==> src/mmcr_pkg.sv <==
// mmcr_pkg: shared types and constants of the min-max column rescaler.
// Holds the beat structs, the register indexes, the FSM states and the divider status.
// No dependencies.
`default_nettype none

package mmcr_pkg;

    localparam int DATA_W    = 32;
    localparam int ROW_W     = 6;
    localparam int CFG_IDX_W = 2;

    localparam logic [CFG_IDX_W-1:0] CFG_LOWER_BOUND = CFG_IDX_W'(0);
    localparam logic [CFG_IDX_W-1:0] CFG_UPPER_BOUND = CFG_IDX_W'(1);

    typedef struct packed {
        logic signed [DATA_W-1:0] sample_value;
        logic                     is_last;
    } t_sample_beat;

    typedef struct packed {
        logic signed [DATA_W-1:0] scaled_value;
        logic [ROW_W-1:0]         row_index;
        logic                     last_of_run;
        logic                     constant_column;
        logic                     dropped;
    } t_result_beat;

    typedef struct packed {
        logic busy;
        logic done;
    } t_div_status;

    typedef enum logic [2:0] {
        ST_LOAD,
        ST_SETUP,
        ST_FETCH,
        ST_MUL,
        ST_DIVST,
        ST_DWAIT
    } t_state;

endpackage

`default_nettype wire

==> src/mmcr_buf.sv <==
// mmcr_buf: sample buffer, one write port and one read port, registered read data.
// Depends on mmcr_pkg for the data width.
`default_nettype none

module mmcr_buf #(
    parameter int DEPTH = 64
) (
    input  wire logic                         i_clk,
    input  wire logic                         i_wr_en,
    input  wire logic [$clog2(DEPTH)-1:0]     i_wr_addr,
    input  wire logic [mmcr_pkg::DATA_W-1:0]  i_wr_data,
    input  wire logic                         i_rd_en,
    input  wire logic [$clog2(DEPTH)-1:0]     i_rd_addr,
    output logic      [mmcr_pkg::DATA_W-1:0]  o_rd_data
);
    import mmcr_pkg::*;

    logic [DATA_W-1:0] r_mem [DEPTH];

    always_ff @(posedge i_clk) begin
        if (i_wr_en) begin
            r_mem[i_wr_addr] <= i_wr_data;
        end
    end

    always_ff @(posedge i_clk) begin
        if (i_rd_en) begin
            o_rd_data <= r_mem[i_rd_addr];
        end
    end

endmodule

`default_nettype wire

==> config.mk <==
export PLATFORM = sky130hd
export DESIGN_NAME = mmcr_buf
export DESIGN_NICKNAME = d
export VERILOG_FILES = /design/src/mmcr_pkg.sv /design/src/mmcr_buf.sv
export SDC_FILE = /design/constraint.sdc
export NUM_CORES = 2
export LEC_CHECK = 0
export BUFFER_PORTS_ARGS = -buffer_cell sky130_fd_sc_hd__buf_2
export CAP_MARGIN = 20
export CORE_ASPECT_RATIO = 0.75
export CORE_UTILIZATION = 50
export DETAILED_ROUTE_END_ITERATION = 7
export PLACE_DENSITY = 0.65
export SKIP_LAST_GASP = 1
export SLEW_MARGIN = 15
export SYNTH_ARGS = -nofsm -noshare
export SYNTH_HDL_FRONTEND = slang
export SYNTH_SLANG_ARGS = --single-unit
==> constraint.sdc <==
create_clock -name i_clk -period 5.1 [get_ports i_clk]
set_input_delay 0.765 -clock i_clk [delete_from_list [all_inputs] [get_ports i_clk]]
set_output_delay 0.765 -clock i_clk [all_outputs]
set_load 0.01 [all_outputs]
=== After elaboration in Yosys (flattened, before gate mapping) ===
Memory sizes are Yosys's and may differ from the RTL's. A register that Yosys moved wholly into a read port is not among the register bits.
Cells that the tools add are included.

* Flip-flop bits (word level): 0
* Bits in writable memories: 2048
* Bits of input ports: 47
* Output and inout port bits: 32
* Memories: 1

* Mux-type cells: 2

{| class="wikitable"
|+ Memory list
! name !! depth !! bits a word !! rd ports !! clocked after memory_dff !! wr ports !! line !! RTL
|-
| r_mem || 64 || 32 || 1 || 1 || 1 || mmcr_buf.sv:18 || <nowiki>logic [DATA_W-1:0] r_mem [DEPTH];</nowiki>
|}

{| class="wikitable"
|+ Operators with widths
! kind !! count
|-
| 1-bit 2-to-1 mux || 2
|}

=== Depth between registers and ports, before layout ===
* Depth after elaboration: 2
* Depth in mapped cells: 10
* Depth with buffers taken out: 5

=== Least setup slack after synthesis ===
Ideal clock, no wire load.

* Path type: input-to-reg
* Start point: input port i_wr_addr[3]
* End point: memory r_mem[48][0], enable pin
* Arrival: 3464 ps
* Slack: 1175 ps
* Cell stages on the path: 4
* Path buffers: 1
* Path through: clkbuf_1 > nor2b_1 > nand4b_1 > nor3_1

{| class="wikitable"
|+ RTL lines
! what !! line !! RTL
|-
| start: declaration || mmcr_buf.sv:10 || <nowiki>input wire logic [$clog2(DEPTH)-1:0] i_wr_addr,</nowiki>
|-
| end: declaration || mmcr_buf.sv:18 ||
|}

No word-level cell before the write port.

==> run_results.csv <==
group,metric,value,unit
cts,clock_path_buffers,3,
synthesis,syn_nets,3371,
grt,grt_max_degree,81,
grt,grt_pass1_wl,288.7,mm
critical_path,crit_path_frequent_cell,"a21oi_1",
critical_path,cpPeakStageDelay,0.60,ns
synthesis,synth_xor_xnor_area_share,0,%
drt,drt_wl_total,206.0,mm
drt,num_vias,37840,
synthesis,synth_top_family_by_area,"multiplexers",
cts,cts.sinks,2080,
critical_path,cp.required,5.66,ns
floorplanning,die_w,460.5,µm
sta,fmax,299.9,MHz
grt,track_usage,26.24,%
grt,antenna_found_initial,18,
drt,drtPass1Iterations,5,
sta,period_minus_slack,3.334,ns
synthesis,syn_area,78840,µm²
cts,clock_latency,0.84,ns
cts,cts_max_level,4,
drt,drtAntennaViolNets,0,
critical_path,startpoint_type,"primary input",
cts,cts_resized,0,
critical_path,end_kind,"flip-flop",
synthesis,yosysSeqAreaShare,79.23,%
sta,finalSetupTns,0,ns
min_path,hp-class,"primary input to flip-flop",
critical_path,rr_worst_depth,5,
cts,cts_tree,"done",
cts,cts_buffers,187,
drt,via_per_inst,6.489,
synthesis,yosysWarnings,0,
floorplanning,start_util,50.66,%
critical_path,path_cells,"buf_8 > buf_12 > buf_4 > mux4_2 > mux2i_1 > a21oi_1 > a21oi_1 > nor2_1",
final_layout,mostFrequentLayoutCells,"edfxtp_1, mux4_2, clkbuf_16",
floorplanning,ios,79,
critical_path,cp.arrival,3.89,ns
cts,post-cts-setup-buffer-count,0,
grt,gr-total-overflow,0,
synthesis,synth_compound_area_share,1.666,%
final_layout,fin_util,57.08,%
floorplanning,die_h,345.9,µm
placement,portBuffers,78,
drt,post_drt_wl_per_cell,35.34,µm
sta,rsz0062_at_grt,"no",
min_path,min_path_cells,1,
pwr,leakage,27.51,nW
final_layout,syn2layout_area_growth,12.67,%
floorplanning,die_area,159300,µm²
placement,gp_congestion,0.8554,
synthesis,avgSynthCellArea,23.72,µm²
floorplanning,fp-row-count,125,
sta,post-route-period-util,65.38,%
placement,hpwl,116.6,mm
synthesis,ys_types,33,
synthesis,syn_inst,3324,
drt,drtIter0Drc,5789,
grt,grt_pass1_vias,36570,
sta,tightest_slew,1.103,ns
critical_path,worstPathMaxFanout,54,
sta,drv_slew,0,
critical_path,cp_slowest_cell,"a21oi_1",
final_layout,nets,3620,
sta,skew,0.03123,ns
cts,clk_transition_reported_paths,0.07,ns
synthesis,synthMuxAreaShare,16.72,%
critical_path,critPathKind,"primary input to flip-flop",
synthesis,synth-adder-area-share,0,%
cts,cts_root_buf,"clkbuf_16",
run,drv_cap,0,
cts,holdBufCountCts,0,
final_layout,layout.cells.most_common,"edfxtp_1",
floorplanning,core-area,155600,µm²
synthesis,ys_ff_latch,2080,
drt,drc,0,
pwr,ir_drop,0.0003547,V
sta,setup_viol,0,
final_layout,drive_gt1_share,30.08,%
sta,finalHoldViolCount,0,
sta,relSlewSlack,26.31,%
synthesis,synthSimpleGateAreaFrac,1.260,%
run_status,outcome,"completed",
pwr,power_density,389.0,nW/µm²
[through the flow]
stage	hold slack (ns)	setup WS, ns	instance area, µm²	total power [W]	instances
floorplan	0.7502	1.175	78840	0.02029	3324
global placement	0.7988	0.9581	82940	0.02120	5478
detailed placement	0.8043	0.9475	82960	0.02122	5479
CTS	0.1553	1.830	88800	0.03470	5822
global route	0.1624	1.641	88820	0.03543	5829
finish	0.1800	1.766	88820	0.03455	5831
[routing by layer]
layer	track usage (%)	vias up	routed length [µm]	part of all wire, %
met2	37.30	2257	91950	45
met4	7.242	2	5205	2.5
met3	6.911	293	23400	11
li1	-	14800	-	-
met1	40.28	20480	85470	41
met5	0	-	13	0.0063
[cell usage after synthesis]
cell type | number | area, µm²
and3_1 | 4 | 25.02
a311oi_1 | 8 | 70.07
o22ai_1 | 84 | 525.5
a22oi_1 | 12 | 90.09
nand4b_1 | 1 | 8.760
nand2_1 | 26 | 97.59
or3b_1 | 2 | 17.52
nor2_1 | 137 | 514.2
or3_1 | 3 | 18.77
nor2b_1 | 15 | 93.84
a21oi_1 | 62 | 310.3
buf_1 | 21 | 78.83
or2_2 | 1 | 6.260
nand3_1 | 5 | 25.02
nor3_1 | 7 | 35.03
nand2b_1 | 8 | 50.05
nand3b_1 | 5 | 37.54
mux2i_1 | 93 | 930.9
buf_2 | 57 | 285.3
o32ai_1 | 4 | 35.03
and2_1 | 2 | 12.51
buf_4 | 25 | 187.7
or2_0 | 1 | 6.260
mux4_2 | 544 | 12250
a31oi_1 | 1 | 6.260
a41o_1 | 4 | 40.04
clkbuf_1 | 74 | 277.8
edfxtp_1 | 2080 | 62460
nand4_1 | 2 | 12.51
or2_1 | 1 | 6.260
buf_6 | 5 | 56.30
o221ai_1 | 27 | 236.5
or3b_2 | 3 | 26.28
[critical path, delay by kind of cell]
family | cells | cell delay (ns)
compound gates | 2 | 0.88
buf+inv | 3 | 1.18
mux | 2 | 0.86
simple gates | 1 | 0.08
[sequential cells by signal (all words and copies together), names as in the netlist]
signal and flops:
r_mem 2048, o_rd_data 32
[cells by family after synthesis]
family	Yosys count
and+or+nand+nor	223
muxes	637
AOI/OAI and AO/OA	202
DFF	2080
buffers and inverters	182
[worst paths after layout]
| path | from | slack, ns | endpoint |
|---|---|---|---|
| worst max-delay path | i_rd_addr[0] | 1.77 | o_rd_data[12] |
| worst min-delay path | i_wr_data[21] | 0.18 | r_mem[44][21] |
| worst max register to register | r_mem[53][18] | 2.63 | o_rd_data[18] |
| worst min register to register | r_mem[13][17] | 0.81 | o_rd_data[17] |
[power breakdown]
group          switching (W)  leakage, nW  internal, W  total (W)
Combinational        0.00121         5.91     0.000638    0.00184
Sequential         0.0000602         18.7       0.0190     0.0190
Clock                0.00624         2.87      0.00744     0.0137
Total                0.00751         27.5       0.0270     0.0346
[layout make-up]
class / instances / area (µm²)
fillers: 11110 / 66800
clock inverters: 110 / 945.9
repair buffers: 242 / 1907
diodes: 9 / 22.52
well taps: 2095 / 2621
multi-input cells: 1062 / 15970
clock buffers: 233 / 4895
flip-flops and latches: 2080 / 62460
No activity file was read; power rests on OpenSTA's default activity.
