==> src/mmcr_pkg.sv <==
// mmcr_pkg: shared types and constants of the min-max column rescaler.
// Holds the beat structs, the register indexes, the FSM states and the divider status.
// No dependencies.
`default_nettype none

package mmcr_pkg;

    localparam int DATA_W    = 32;
    localparam int ROW_W     = 6;
    localparam int CFG_IDX_W = 2;

    localparam logic [CFG_IDX_W-1:0] CFG_LOWER_BOUND = CFG_IDX_W'(0);
    localparam logic [CFG_IDX_W-1:0] CFG_UPPER_BOUND = CFG_IDX_W'(1);

    typedef struct packed {
        logic signed [DATA_W-1:0] sample_value;
        logic                     is_last;
    } t_sample_beat;

    typedef struct packed {
        logic signed [DATA_W-1:0] scaled_value;
        logic [ROW_W-1:0]         row_index;
        logic                     last_of_run;
        logic                     constant_column;
        logic                     dropped;
    } t_result_beat;

    typedef struct packed {
        logic busy;
        logic done;
    } t_div_status;

    typedef enum logic [2:0] {
        ST_LOAD,
        ST_SETUP,
        ST_FETCH,
        ST_MUL,
        ST_DIVST,
        ST_DWAIT
    } t_state;

endpackage

`default_nettype wire

==> src/mmcr_div.sv <==
// mmcr_div: iterative unsigned 64 / 32 divider, two quotient bits per cycle.
// The caller guarantees dividend[63:32] < divisor, so the quotient fits 32 bits.
// Depends on mmcr_pkg for widths and the status struct.
`default_nettype none

module mmcr_div (
    input  wire logic                          i_clk,
    input  wire logic                          i_rst_n,
    input  wire logic                          i_start,
    input  wire logic [2*mmcr_pkg::DATA_W-1:0] i_dividend,
    input  wire logic [mmcr_pkg::DATA_W-1:0]   i_divisor,
    output logic      [mmcr_pkg::DATA_W-1:0]   o_quotient,
    output mmcr_pkg::t_div_status              o_status
);
    import mmcr_pkg::*;

    localparam int BITS_PER_CYCLE = 2;
    localparam int STEPS          = DATA_W / BITS_PER_CYCLE;
    localparam int CNT_W          = $clog2(STEPS);

    logic [DATA_W-1:0] r_rem;
    logic [DATA_W-1:0] r_lo;
    logic [DATA_W-1:0] r_div;
    logic [CNT_W-1:0]  r_cnt;
    logic [DATA_W-1:0] n_rem;
    logic [DATA_W-1:0] n_lo;

    // restoring steps: shift in the next dividend bit, subtract when it fits
    always_comb begin
        logic [DATA_W:0] t;
        n_rem = r_rem;
        n_lo  = r_lo;
        for (int s = 0; s < BITS_PER_CYCLE; s++) begin
            t = {n_rem, n_lo[DATA_W-1]};
            if (t >= {1'b0, r_div}) begin
                t    = t - {1'b0, r_div};
                n_lo = {n_lo[DATA_W-2:0], 1'b1};
            end else begin
                n_lo = {n_lo[DATA_W-2:0], 1'b0};
            end
            n_rem = t[DATA_W-1:0];
        end
    end

    always_ff @(posedge i_clk) begin
        if (!i_rst_n) begin
            o_status <= '0;
            r_cnt    <= '0;
        end else if (i_start) begin
            o_status.busy <= 1'b1;
            o_status.done <= 1'b0;
            r_cnt         <= CNT_W'(STEPS - 1);
        end else if (o_status.busy) begin
            if (r_cnt == '0) begin
                o_status.busy <= 1'b0;
                o_status.done <= 1'b1;
            end else begin
                r_cnt <= r_cnt - CNT_W'(1);
            end
        end else begin
            o_status.done <= 1'b0;
        end
    end

    always_ff @(posedge i_clk) begin
        if (i_start) begin
            r_rem <= i_dividend[2*DATA_W-1:DATA_W];
            r_lo  <= i_dividend[DATA_W-1:0];
            r_div <= i_divisor;
        end else if (o_status.busy) begin
            r_rem <= n_rem;
            r_lo  <= n_lo;
        end
    end

    assign o_quotient = r_lo;

endmodule

`default_nettype wire

==> config.mk <==
export PLATFORM = sky130hd
export DESIGN_NAME = mmcr_div
export DESIGN_NICKNAME = d
export VERILOG_FILES = /design/src/mmcr_pkg.sv /design/src/mmcr_div.sv
export SDC_FILE = /design/constraint.sdc
export NUM_CORES = 1
export LEC_CHECK = 0
export BUFFER_PORTS_ARGS = -buffer_cell sky130_fd_sc_hd__buf_2
export CELL_PAD_IN_SITES_DETAIL_PLACEMENT = 1
export CELL_PAD_IN_SITES_GLOBAL_PLACEMENT = 1
export CORE_AREA = 3 3 142 144
export DETAILED_ROUTE_END_ITERATION = 10
export DIE_AREA = 0 0 145 147
export GPL_TIMING_DRIVEN = 0
export PLACE_DENSITY_LB_ADDON = 0.1
export SYNTH_ARGS = -nofsm -noshare
export SYNTH_HDL_FRONTEND = slang
export SYNTH_SLANG_ARGS = --single-unit
export TNS_END_PERCENT = 30
==> constraint.sdc <==
create_clock -name i_clk -period 11.7 [get_ports i_clk]
set_clock_uncertainty 0.05 [all_clocks]
set_input_delay 1.17 -clock i_clk [delete_from_list [all_inputs] [get_ports i_clk]]
set_output_delay 1.17 -clock i_clk [all_outputs]
set_load 0.05 [all_outputs]
* Yosys cells after proc, flatten, opt, wreduce, memory -nomap -nowiden
Index checks and enable logic that the tools add are counted.
** Word-level totals
- Output and inout port bits :: 34
- Flip-flop bits (word level) :: 102
- Word-level logic and storage cells :: 33
** Cells by class
- Bitwise operators :: 2
- Order comparisons :: 2
- Reduce and logical (&&, ||, !) cells :: 4
- $add $sub $neg :: 3
- Equality and inequality tests :: 1
- Multiplexer cells :: 15
** Operators by type and width (number)
- 2-to-1 mux 32 bit :: 6
- greater-or-equal comparator 33 x 32 -> 1 bit :: 2
- subtractor 32 bit :: 2
- 2-to-1 mux 4 bit :: 3
- zero test 4 bit :: 1
- 2-to-1 mux 1 bit :: 4
- 2-to-1 mux 2 bit :: 2
- subtractor 4 x 1 -> 4 bit, second input constant :: 1
- OR reduction 3 bit :: 1
- inequality test 2 bit, second input constant :: 1
- NOT 1 bit :: 2
- AND reduction 2 bit :: 1
- nonzero test 2 bit :: 1

* Depth between registers and ports, before layout
Gate-level depths: netlist of the first run.
- Word-level depth :: 6
- Mapped depth :: 25
- Depth with buffers taken out :: 21

* Worst setup path after synthesis of the first run
No wires, ideal clock.
- Path kind :: register to register
- From :: register r_rem[25]
- To :: register r_rem[23], data pin
- Setup slack :: 5.880 ns
- Clock period less this slack :: 5.820 ns
- Stages on the path, launching flop included :: 24
- Path buffers :: 5
- Arrival :: 5.594 ns
- Data required time :: 11.474 ns
- Setup time :: 0.176 ns
- Cell sequence :: edfxtp_1 -> ha_1 -> clkbuf_1 -> a21oi_1 -> o211ai_1 -> a21o_1 -> a221o_1 -> a211o_1 -> a41oi_1 -> buf_2 -> buf_2 -> mux2i_1 -> ha_1 -> nor2b_1 -> o31a_1 -> o31a_1 -> o211a_1 -> a2111o_1 -> and2_1 -> buf_6 -> a221o_1 -> buf_6 -> o221a_1 -> nor4_1
** On the way
- Word-level cells in the longest chain between the ends :: 6
** RTL lines
- start, declared :: RTL line mmcr_div.sv:21 : logic [DATA_W-1:0] r_rem;
- start signal, assigned :: RTL line mmcr_div.sv:67 : r_rem <= i_dividend[2*DATA_W-1:DATA_W];
- start signal, assigned :: RTL line mmcr_div.sv:71 : r_rem <= n_rem;
- greater-or-equal comparator 33 x 32 -> 1 bit / subtractor 32 bit (equally long branches) :: RTL line mmcr_div.sv:35, mmcr_div.sv:36
- 2-to-1 mux 32 bit * :: RTL line mmcr_div.sv:35 : if (t >= {1'b0, r_div}) begin
- subtractor 32 bit / greater-or-equal comparator 33 x 32 -> 1 bit (equally long branches) :: RTL line mmcr_div.sv:36, mmcr_div.sv:35
- 2-to-1 mux 32 bit * :: RTL line mmcr_div.sv:35
- 2-to-1 mux 32 bit * :: RTL line mmcr_div.sv:70 : end else if (o_status.busy) begin
- 2-to-1 mux 32 bit * :: RTL line mmcr_div.sv:66 : if (i_start) begin
Mark *: on every way between the ends. The rest lies on a longest branch, timed or not. The select of a mux whose other input is x is not followed.
A chain may end at the register's enable or synchronous reset.

* Worst setup path in the final report of the first run
- From :: register r_rem[5]
- To :: register r_lo[0] (netlist: o_quotient[0]), data pin
** On the way
- Word-level cells in the longest chain between the ends :: 6
** RTL lines
- subtractor 32 bit / greater-or-equal comparator 33 x 32 -> 1 bit (equally long branches) :: RTL line mmcr_div.sv:36, mmcr_div.sv:35
- 2-to-1 mux 32 bit * :: RTL line mmcr_div.sv:35
- greater-or-equal comparator 33 x 32 -> 1 bit * :: RTL line mmcr_div.sv:35
- 2-to-1 mux 1 bit * :: RTL line mmcr_div.sv:35
- 2-to-1 mux 32 bit * :: RTL line mmcr_div.sv:70
- 2-to-1 mux 32 bit * :: RTL line mmcr_div.sv:66
- end signal, assigned :: RTL line mmcr_div.sv:68 : r_lo <= i_dividend[DATA_W-1:0];
- end signal, assigned :: RTL line mmcr_div.sv:72 : r_lo <= n_lo;
- end, declared :: RTL line mmcr_div.sv:22 : logic [DATA_W-1:0] r_lo;
Marked as above.

==> results.tsv, run 1 <==
stage	metric	value	unit
detailed_routing	Antenna Nets Post-Route	0	
critical_path	CP Capture Type	flip-flop	
floorplanning	DIE HEIGHT	147	um
critical_path	Largest stage delay, worst path	0.58	ns
detailed_routing	DR DRC count	0	
critical_path	CP max FO	10	
clocking	Worst-path clk slew	0.09	ns
detailed_routing	total wire length after detailed routing	28000	um
synthesis	post-synthesis sequential area ratio	0.351	
floorplanning	I/O pins	133	
synthesis	synthesized flop and latch total	102	
synthesis	Synth cell types	70	
cells_and_area	Non-Filler Instances	1327	
cells_and_area	synth-to-layout area growth	15.4	%
cells_and_area	# diodes	0	
cells_and_area	multi-input logic area	5130	um2
sta	Setup Viol. Count Final	0	
global_route	vias in the first global route	8282	
critical_path	WP data arrival	7.57	ns
synthesis	Primary FF master, synth	edfxtp_1	
cells_and_area	share of cells above drive strength 1	0.224	
cells_and_area	Reg area	3000	um2
critical_path	CP Cell Sequence	ha_1, a21oi_1, o21ai_0, a221o_1, a21oi_1, o211ai_2, a41oi_1, buf_2, buf_2, mux2_2, ha_1, clkbuf_1, a21oi_1, o21ai_0, a221oi_1, nor2_1, a2111o_1, and2_1, buf_6, a221oi_2, buf_2, nand3_1, o21a_1	
worst_hold_path	hold crit path type	reg2reg	
sta	Tmin final	7.48	ns
critical_path	Critical Path RT	11.79	ns
clocking	CTS root buffer	clkbuf_16	
floorplanning	die width	145	um
sta	period utilization	0.640	
critical_path	Top delay family on crit path	compound AO/OA/AOI/OAI gates	
synthesis	Async SR Flop Fraction	0	
clocking	Post-CTS Resized	0	
critical_path	startpoint types	flip-flop	
sta	setup TNS	0	ns
synthesis	Post-Synthesis Cell Area	8570	um2
synthesis	Syn Inst Count	918	
floorplanning	FP Rows	50	
detailed_routing	initial drt markers	516	
global_route	grt total ovfl	0	
place	routability cong.	0.913	
sta	f_max	134	MHz
synthesis	Syn Area/Cell	9.33	um2
sta	RSZ-0062 raised after global routing	false	
clocking	Hold Buf Count CTS	0	
global_route	antenna violations before repair	0	
clocking	Inserted Clock Buffers	9	
critical_path	CP max-delay cell	a221oi_2	
run	Max Cap Viol	0	
place	PortBufs	132	
floorplanning	core area	18800	um2
synthesis	most common cell in the netlist	edfxtp_1	
clocking	total clock sinks	102	
synthesis	Synth area leaders	edfxtp_1 (34%), ha_1 (9.6%), mux2_2 (7.6%)	
sta	max-slew violations	0	
detailed_routing	WL/cell	21.1	um
clocking	clock tree from TritonCTS	built	
detailed_routing	Avg Vias per Cell	5.92	
global_route	GR Util All Layers	0.259	
synthesis	share of the synthesized area in the top cell type	0.336	
global_route	first-pass GRT wire length	44500	um
sta	endpoints failing hold	0	
synthesis	most frequent cells after synthesis	edfxtp_1 (96), ha_1 (66), a21oi_1 (63)	
clocking	clk buf depth	2	
cells_and_area	Nets	1229	
synthesis	syn nets	1085	
sta	worst hold slack	0.516	ns
place	Placed Cells incl. Taps	1311	
detailed_routing	iteration count of the initial detailed-routing pass	5	
synthesis	post-synth top area cell	edfxtp_1	
place	dpl hpwl	21500	um
cells_and_area	Filler Cell Count	2193	
clocking	H-tree Lvls	3	
run_status	status	finished clean	
synthesis	Post-synth EDFFs	96	
sta	Relative slew margins	0.349	
floorplanning	Initial Util	0.455	
synthesis	Yosys Warn Count	0	
sta	Worst Tran Pin Value	0.976	ns
sta	final setup margin	4.22	ns
critical_path	CP bufs+invs	5	
floorplanning	Die Area	21300	um2
clocking	post-CTS setup buffer count	0	
global_route	pin count of the biggest net entering global routing	43	
clocking	Skew-Pair Late Insertion Delay	0.37	ns
place	Placement Setup Slack	4.23	ns
detailed_routing	Vias	7853	
critical_path	WS Path Type	reg2reg	
-- worst reg2reg max path, delay by kind of cell, from the launching register on --
| family | cells | cell delay [ns] |
|---|---|---|
| buffers and inverters | 5 | 1.39 |
| DFF | 1 | 0.40 |
| AOI/OAI and AO/OA | 12 | 3.92 |
| adders and majority gates | 2 | 0.65 |
| and+or+nand+nor | 3 | 0.43 |
| muxes | 1 | 0.40 |
-- metrics by stage --
stage	util	area (um2)
6_report	0.525	9890
5_1_grt	0.525	9890
4_1_cts	0.525	9890
3_5_place_dp	0.509	9580
3_3_place_gp	0.507	9550
2_1_floorplan	-	8570
-- routing by layer --
layer | GRT usage | up-vias | share of wire
li1 | - | 3771 | -
met1 | 0.338 | 3840 | 0.45
met2 | 0.439 | 210 | 0.47
met3 | 0.0574 | 32 | 0.062
met4 | 0.0646 | 0 | 0.018
met5 | 0 | - | 0
-- cells by family after synthesis --
group           after synthesis  share of synthesized area
mux                          62                     0.0809
buf+inv                     108                     0.0513
xor+xnor                     45                     0.0460
simple gates                236                      0.137
compound gates              297                      0.233
fa+ha+maj                    68                      0.101
flops                       102                      0.351
-- registers in the layout, summed over array words and instances (netlist names) --
register / cells
o_status: 2
r_cnt: 4
r_div: 32
r_rem: 32
o_quotient: 32
-- layout by cell type (no fill, tap or decap), drive strengths merged, types with 7 or more instances in the layout --
master and count:
a211oi 14, a21o 25, a21oi 63, a31oi 35
and3 14, buf 152, clkbuf 44, edfxtp 96
ha 66, inv 55, mux2 58, nand2 38
nand2b 7, nand3 42, nand4 9, nor2 61
nor2b 10, nor3 21, o211ai 12, o21a 15
o21ai 57, o21bai 9, o31ai 10, or2 7
xnor2 28, xor2 17
-- layout make-up --
type / instances / area share
multi-input combinational: 708 / 0.518
sequential: 102 / 0.304
timing repair buffer: 133 / 0.0688
buffer: 54 / 0.0239
tap: 260 / 0.0329
clock buffer: 9 / 0.0228
clock inverter: 7 / 0.00898
inverter: 54 / 0.0205
-- path summary, 6_finish.rpt --
kind         cells past startpoint             to  slack (ns)   startpoint
max                             23  o_quotient[0]        4.22     r_rem[5]
min                              1    o_status[0]        0.52  o_status[0]
max reg2reg                     23  o_quotient[0]        4.22     r_rem[5]
min reg2reg                      1    o_status[0]        0.52  o_status[0]
Power of run 1 is left out: the tool's default activity adds up to more than one toggle a clock period on the data nets, which glitch-free logic cannot reach.
==> run 2: changes to the inputs <==
- clock period: 11.7 -> 7.75 ns (I/O delays scaled with it)
==> results.tsv, run 2 (synthesis results as in run 1) <==
stage	metric	value	unit	change
critical_path	CP Capture Type	flip-flop		
clocking	Skew-Pair Late Insertion Delay	0.37	ns	about the same
clocking	clk buf depth	2		unchanged
sta	setup TNS	0	ns	unchanged
detailed_routing	DR DRC count	0		unchanged
detailed_routing	Vias	7849		-0.051%
clocking	CTS root buffer	clkbuf_16		
critical_path	Largest stage delay, worst path	0.46	ns	-0.12 ns
global_route	grt met2 use	0.439		unchanged
floorplanning	Die Area	21300	um2	unchanged
detailed_routing	Antenna Nets Post-Route	0		unchanged
critical_path	WP data arrival	7.29	ns	-0.28 ns
clocking	Inserted Clock Buffers	9		unchanged
detailed_routing	total wire length after detailed routing	28000	um	about the same
global_route	GR Util All Layers	0.259		unchanged
sta	endpoints failing hold	0		unchanged
detailed_routing	WL/cell	21.1	um	about the same
floorplanning	FP Rows	50		unchanged
floorplanning	I/O pins	133		unchanged
cells_and_area	Reg area	3000	um2	unchanged
floorplanning	Initial Util	0.455		unchanged
global_route	vias in the first global route	8282		unchanged
clocking	total clock sinks	102		unchanged
clocking	clock tree from TritonCTS	built		
critical_path	Critical Path RT	7.83	ns	-3.96 ns
sta	Relative slew margins	0.347		-0.00181
place	dpl hpwl	21500	um	unchanged
global_route	antenna violations before repair	0		unchanged
place	Placement Setup Slack	0.277	ns	-3.95 ns
global_route	grt met3 use	0.0574		unchanged
global_route	grt total ovfl	0		unchanged
sta	max-slew violations	0		unchanged
critical_path	CP max FO	10		unchanged
critical_path	worst r2r src	r_div[23]		
sta	RSZ-0062 raised after global routing	false		
sta	Tmin final	7.21	ns	-0.274 ns
cells_and_area	fin util	0.526		+0.000797
critical_path	CP max-delay cell	a221oi_1		
detailed_routing	iteration count of the initial detailed-routing pass	5		unchanged
place	PortBufs	132		unchanged
cells_and_area	synth-to-layout area growth	15.6	%	
critical_path	CP bufs+invs	8		+3
global_route	layer carrying the most global-route usage	met2		
cells_and_area	multi-input logic area	5140	um2	+0.29%
cells_and_area	# diodes	0		unchanged
floorplanning	DIE HEIGHT	147	um	unchanged
sta	Setup Viol. Count Final	0		unchanged
critical_path	WS Path Type	reg2reg		
clocking	Worst-path clk slew	0.09	ns	about the same
detailed_routing	initial drt markers	500		-3.1%
cells_and_area	Nets	1229		unchanged
critical_path	Crit. Startpoint	r_div[23]		
sta	period utilization	0.930		+0.291
floorplanning	core area	18800	um2	unchanged
worst_hold_path	critical hold path startpoint	o_status[0]		
clocking	H-tree Lvls	3		unchanged
global_route	first-pass GRT wire length	44500	um	unchanged
global_route	pin count of the biggest net entering global routing	43		unchanged
critical_path	Top delay family on crit path	compound AO/OA/AOI/OAI gates		
cells_and_area	commonest non-fill, non-tap cells in the layout	buf_2 (147), edfxtp_1 (96), ha_1 (66)		
cells_and_area	most common cell after layout, fill and taps aside	buf_2		
critical_path	startpoint types	flip-flop		
sta	final setup margin	0.541	ns	-3.68 ns
worst_hold_path	hold crit path type	reg2reg		
detailed_routing	Avg Vias per Cell	5.91		about the same
run_status	status	finished clean		
sta	Worst Tran Pin Value	0.979	ns	+0.00272 ns
run	Max Cap Viol	0		unchanged
place	routability cong.	0.913		unchanged
clocking	post-CTS setup buffer count	0		unchanged
sta	f_max	139	MHz	+3.8%
cells_and_area	Filler Cell Count	2193		unchanged
floorplanning	die width	145	um	unchanged
global_route	Global Route met1 Usage	0.338		unchanged
cells_and_area	share of cells above drive strength 1	0.225		+0.000937
## run 2: changes by cell type in the layout (fill, tap and decap cells not counted)
cell,delta
a21oi_2,+1
a21oi_1,-1
a221oi_2,-1
a221oi_4,+1
## run 2: layer usage
metal / vias to the layer above / wire length (um)
met5: - / 0
met4: 0 / 475
met3: 31 / 1760
met2: 232 / 13100
met1: 3816 / 12700
li1: 3770 / -
## run 2: through the flow
step                      area (um2)  hold slack, ns  std cells
final                           9900           0.516       1327
after detailed placement        9580           0.492       1311
after global routing            9900           0.512       1327
after floorplan                 8570           0.491        918
after global placement          9550           0.467       1310
after CTS                       9890           0.505       1327
## run 2: repair_timing
action,in CTS,in global routing
hold buffers,0,0
setup endpoints to repair,0,30
resized for setup,0,2
## run 2: area by class of cell
class,count,area share
multi-input combinational,708,0.519
buffer,54,0.0239
clock inverter,7,0.00897
sequential,102,0.303
timing repair buffer,133,0.0687
clock buffer,9,0.0227
tap,260,0.0328
inverter,54,0.0205
## run 2: final timing paths
path | end | depth (start not counted) | slack, ns
setup / recovery | o_quotient[0] | 25 | 0.54
hold reg to reg | o_status[0] | 1 | 0.52
setup reg to reg | o_quotient[0] | 25 | 0.54
hold / removal | o_status[0] | 1 | 0.52
Power of run 2 is left out for the same reason.
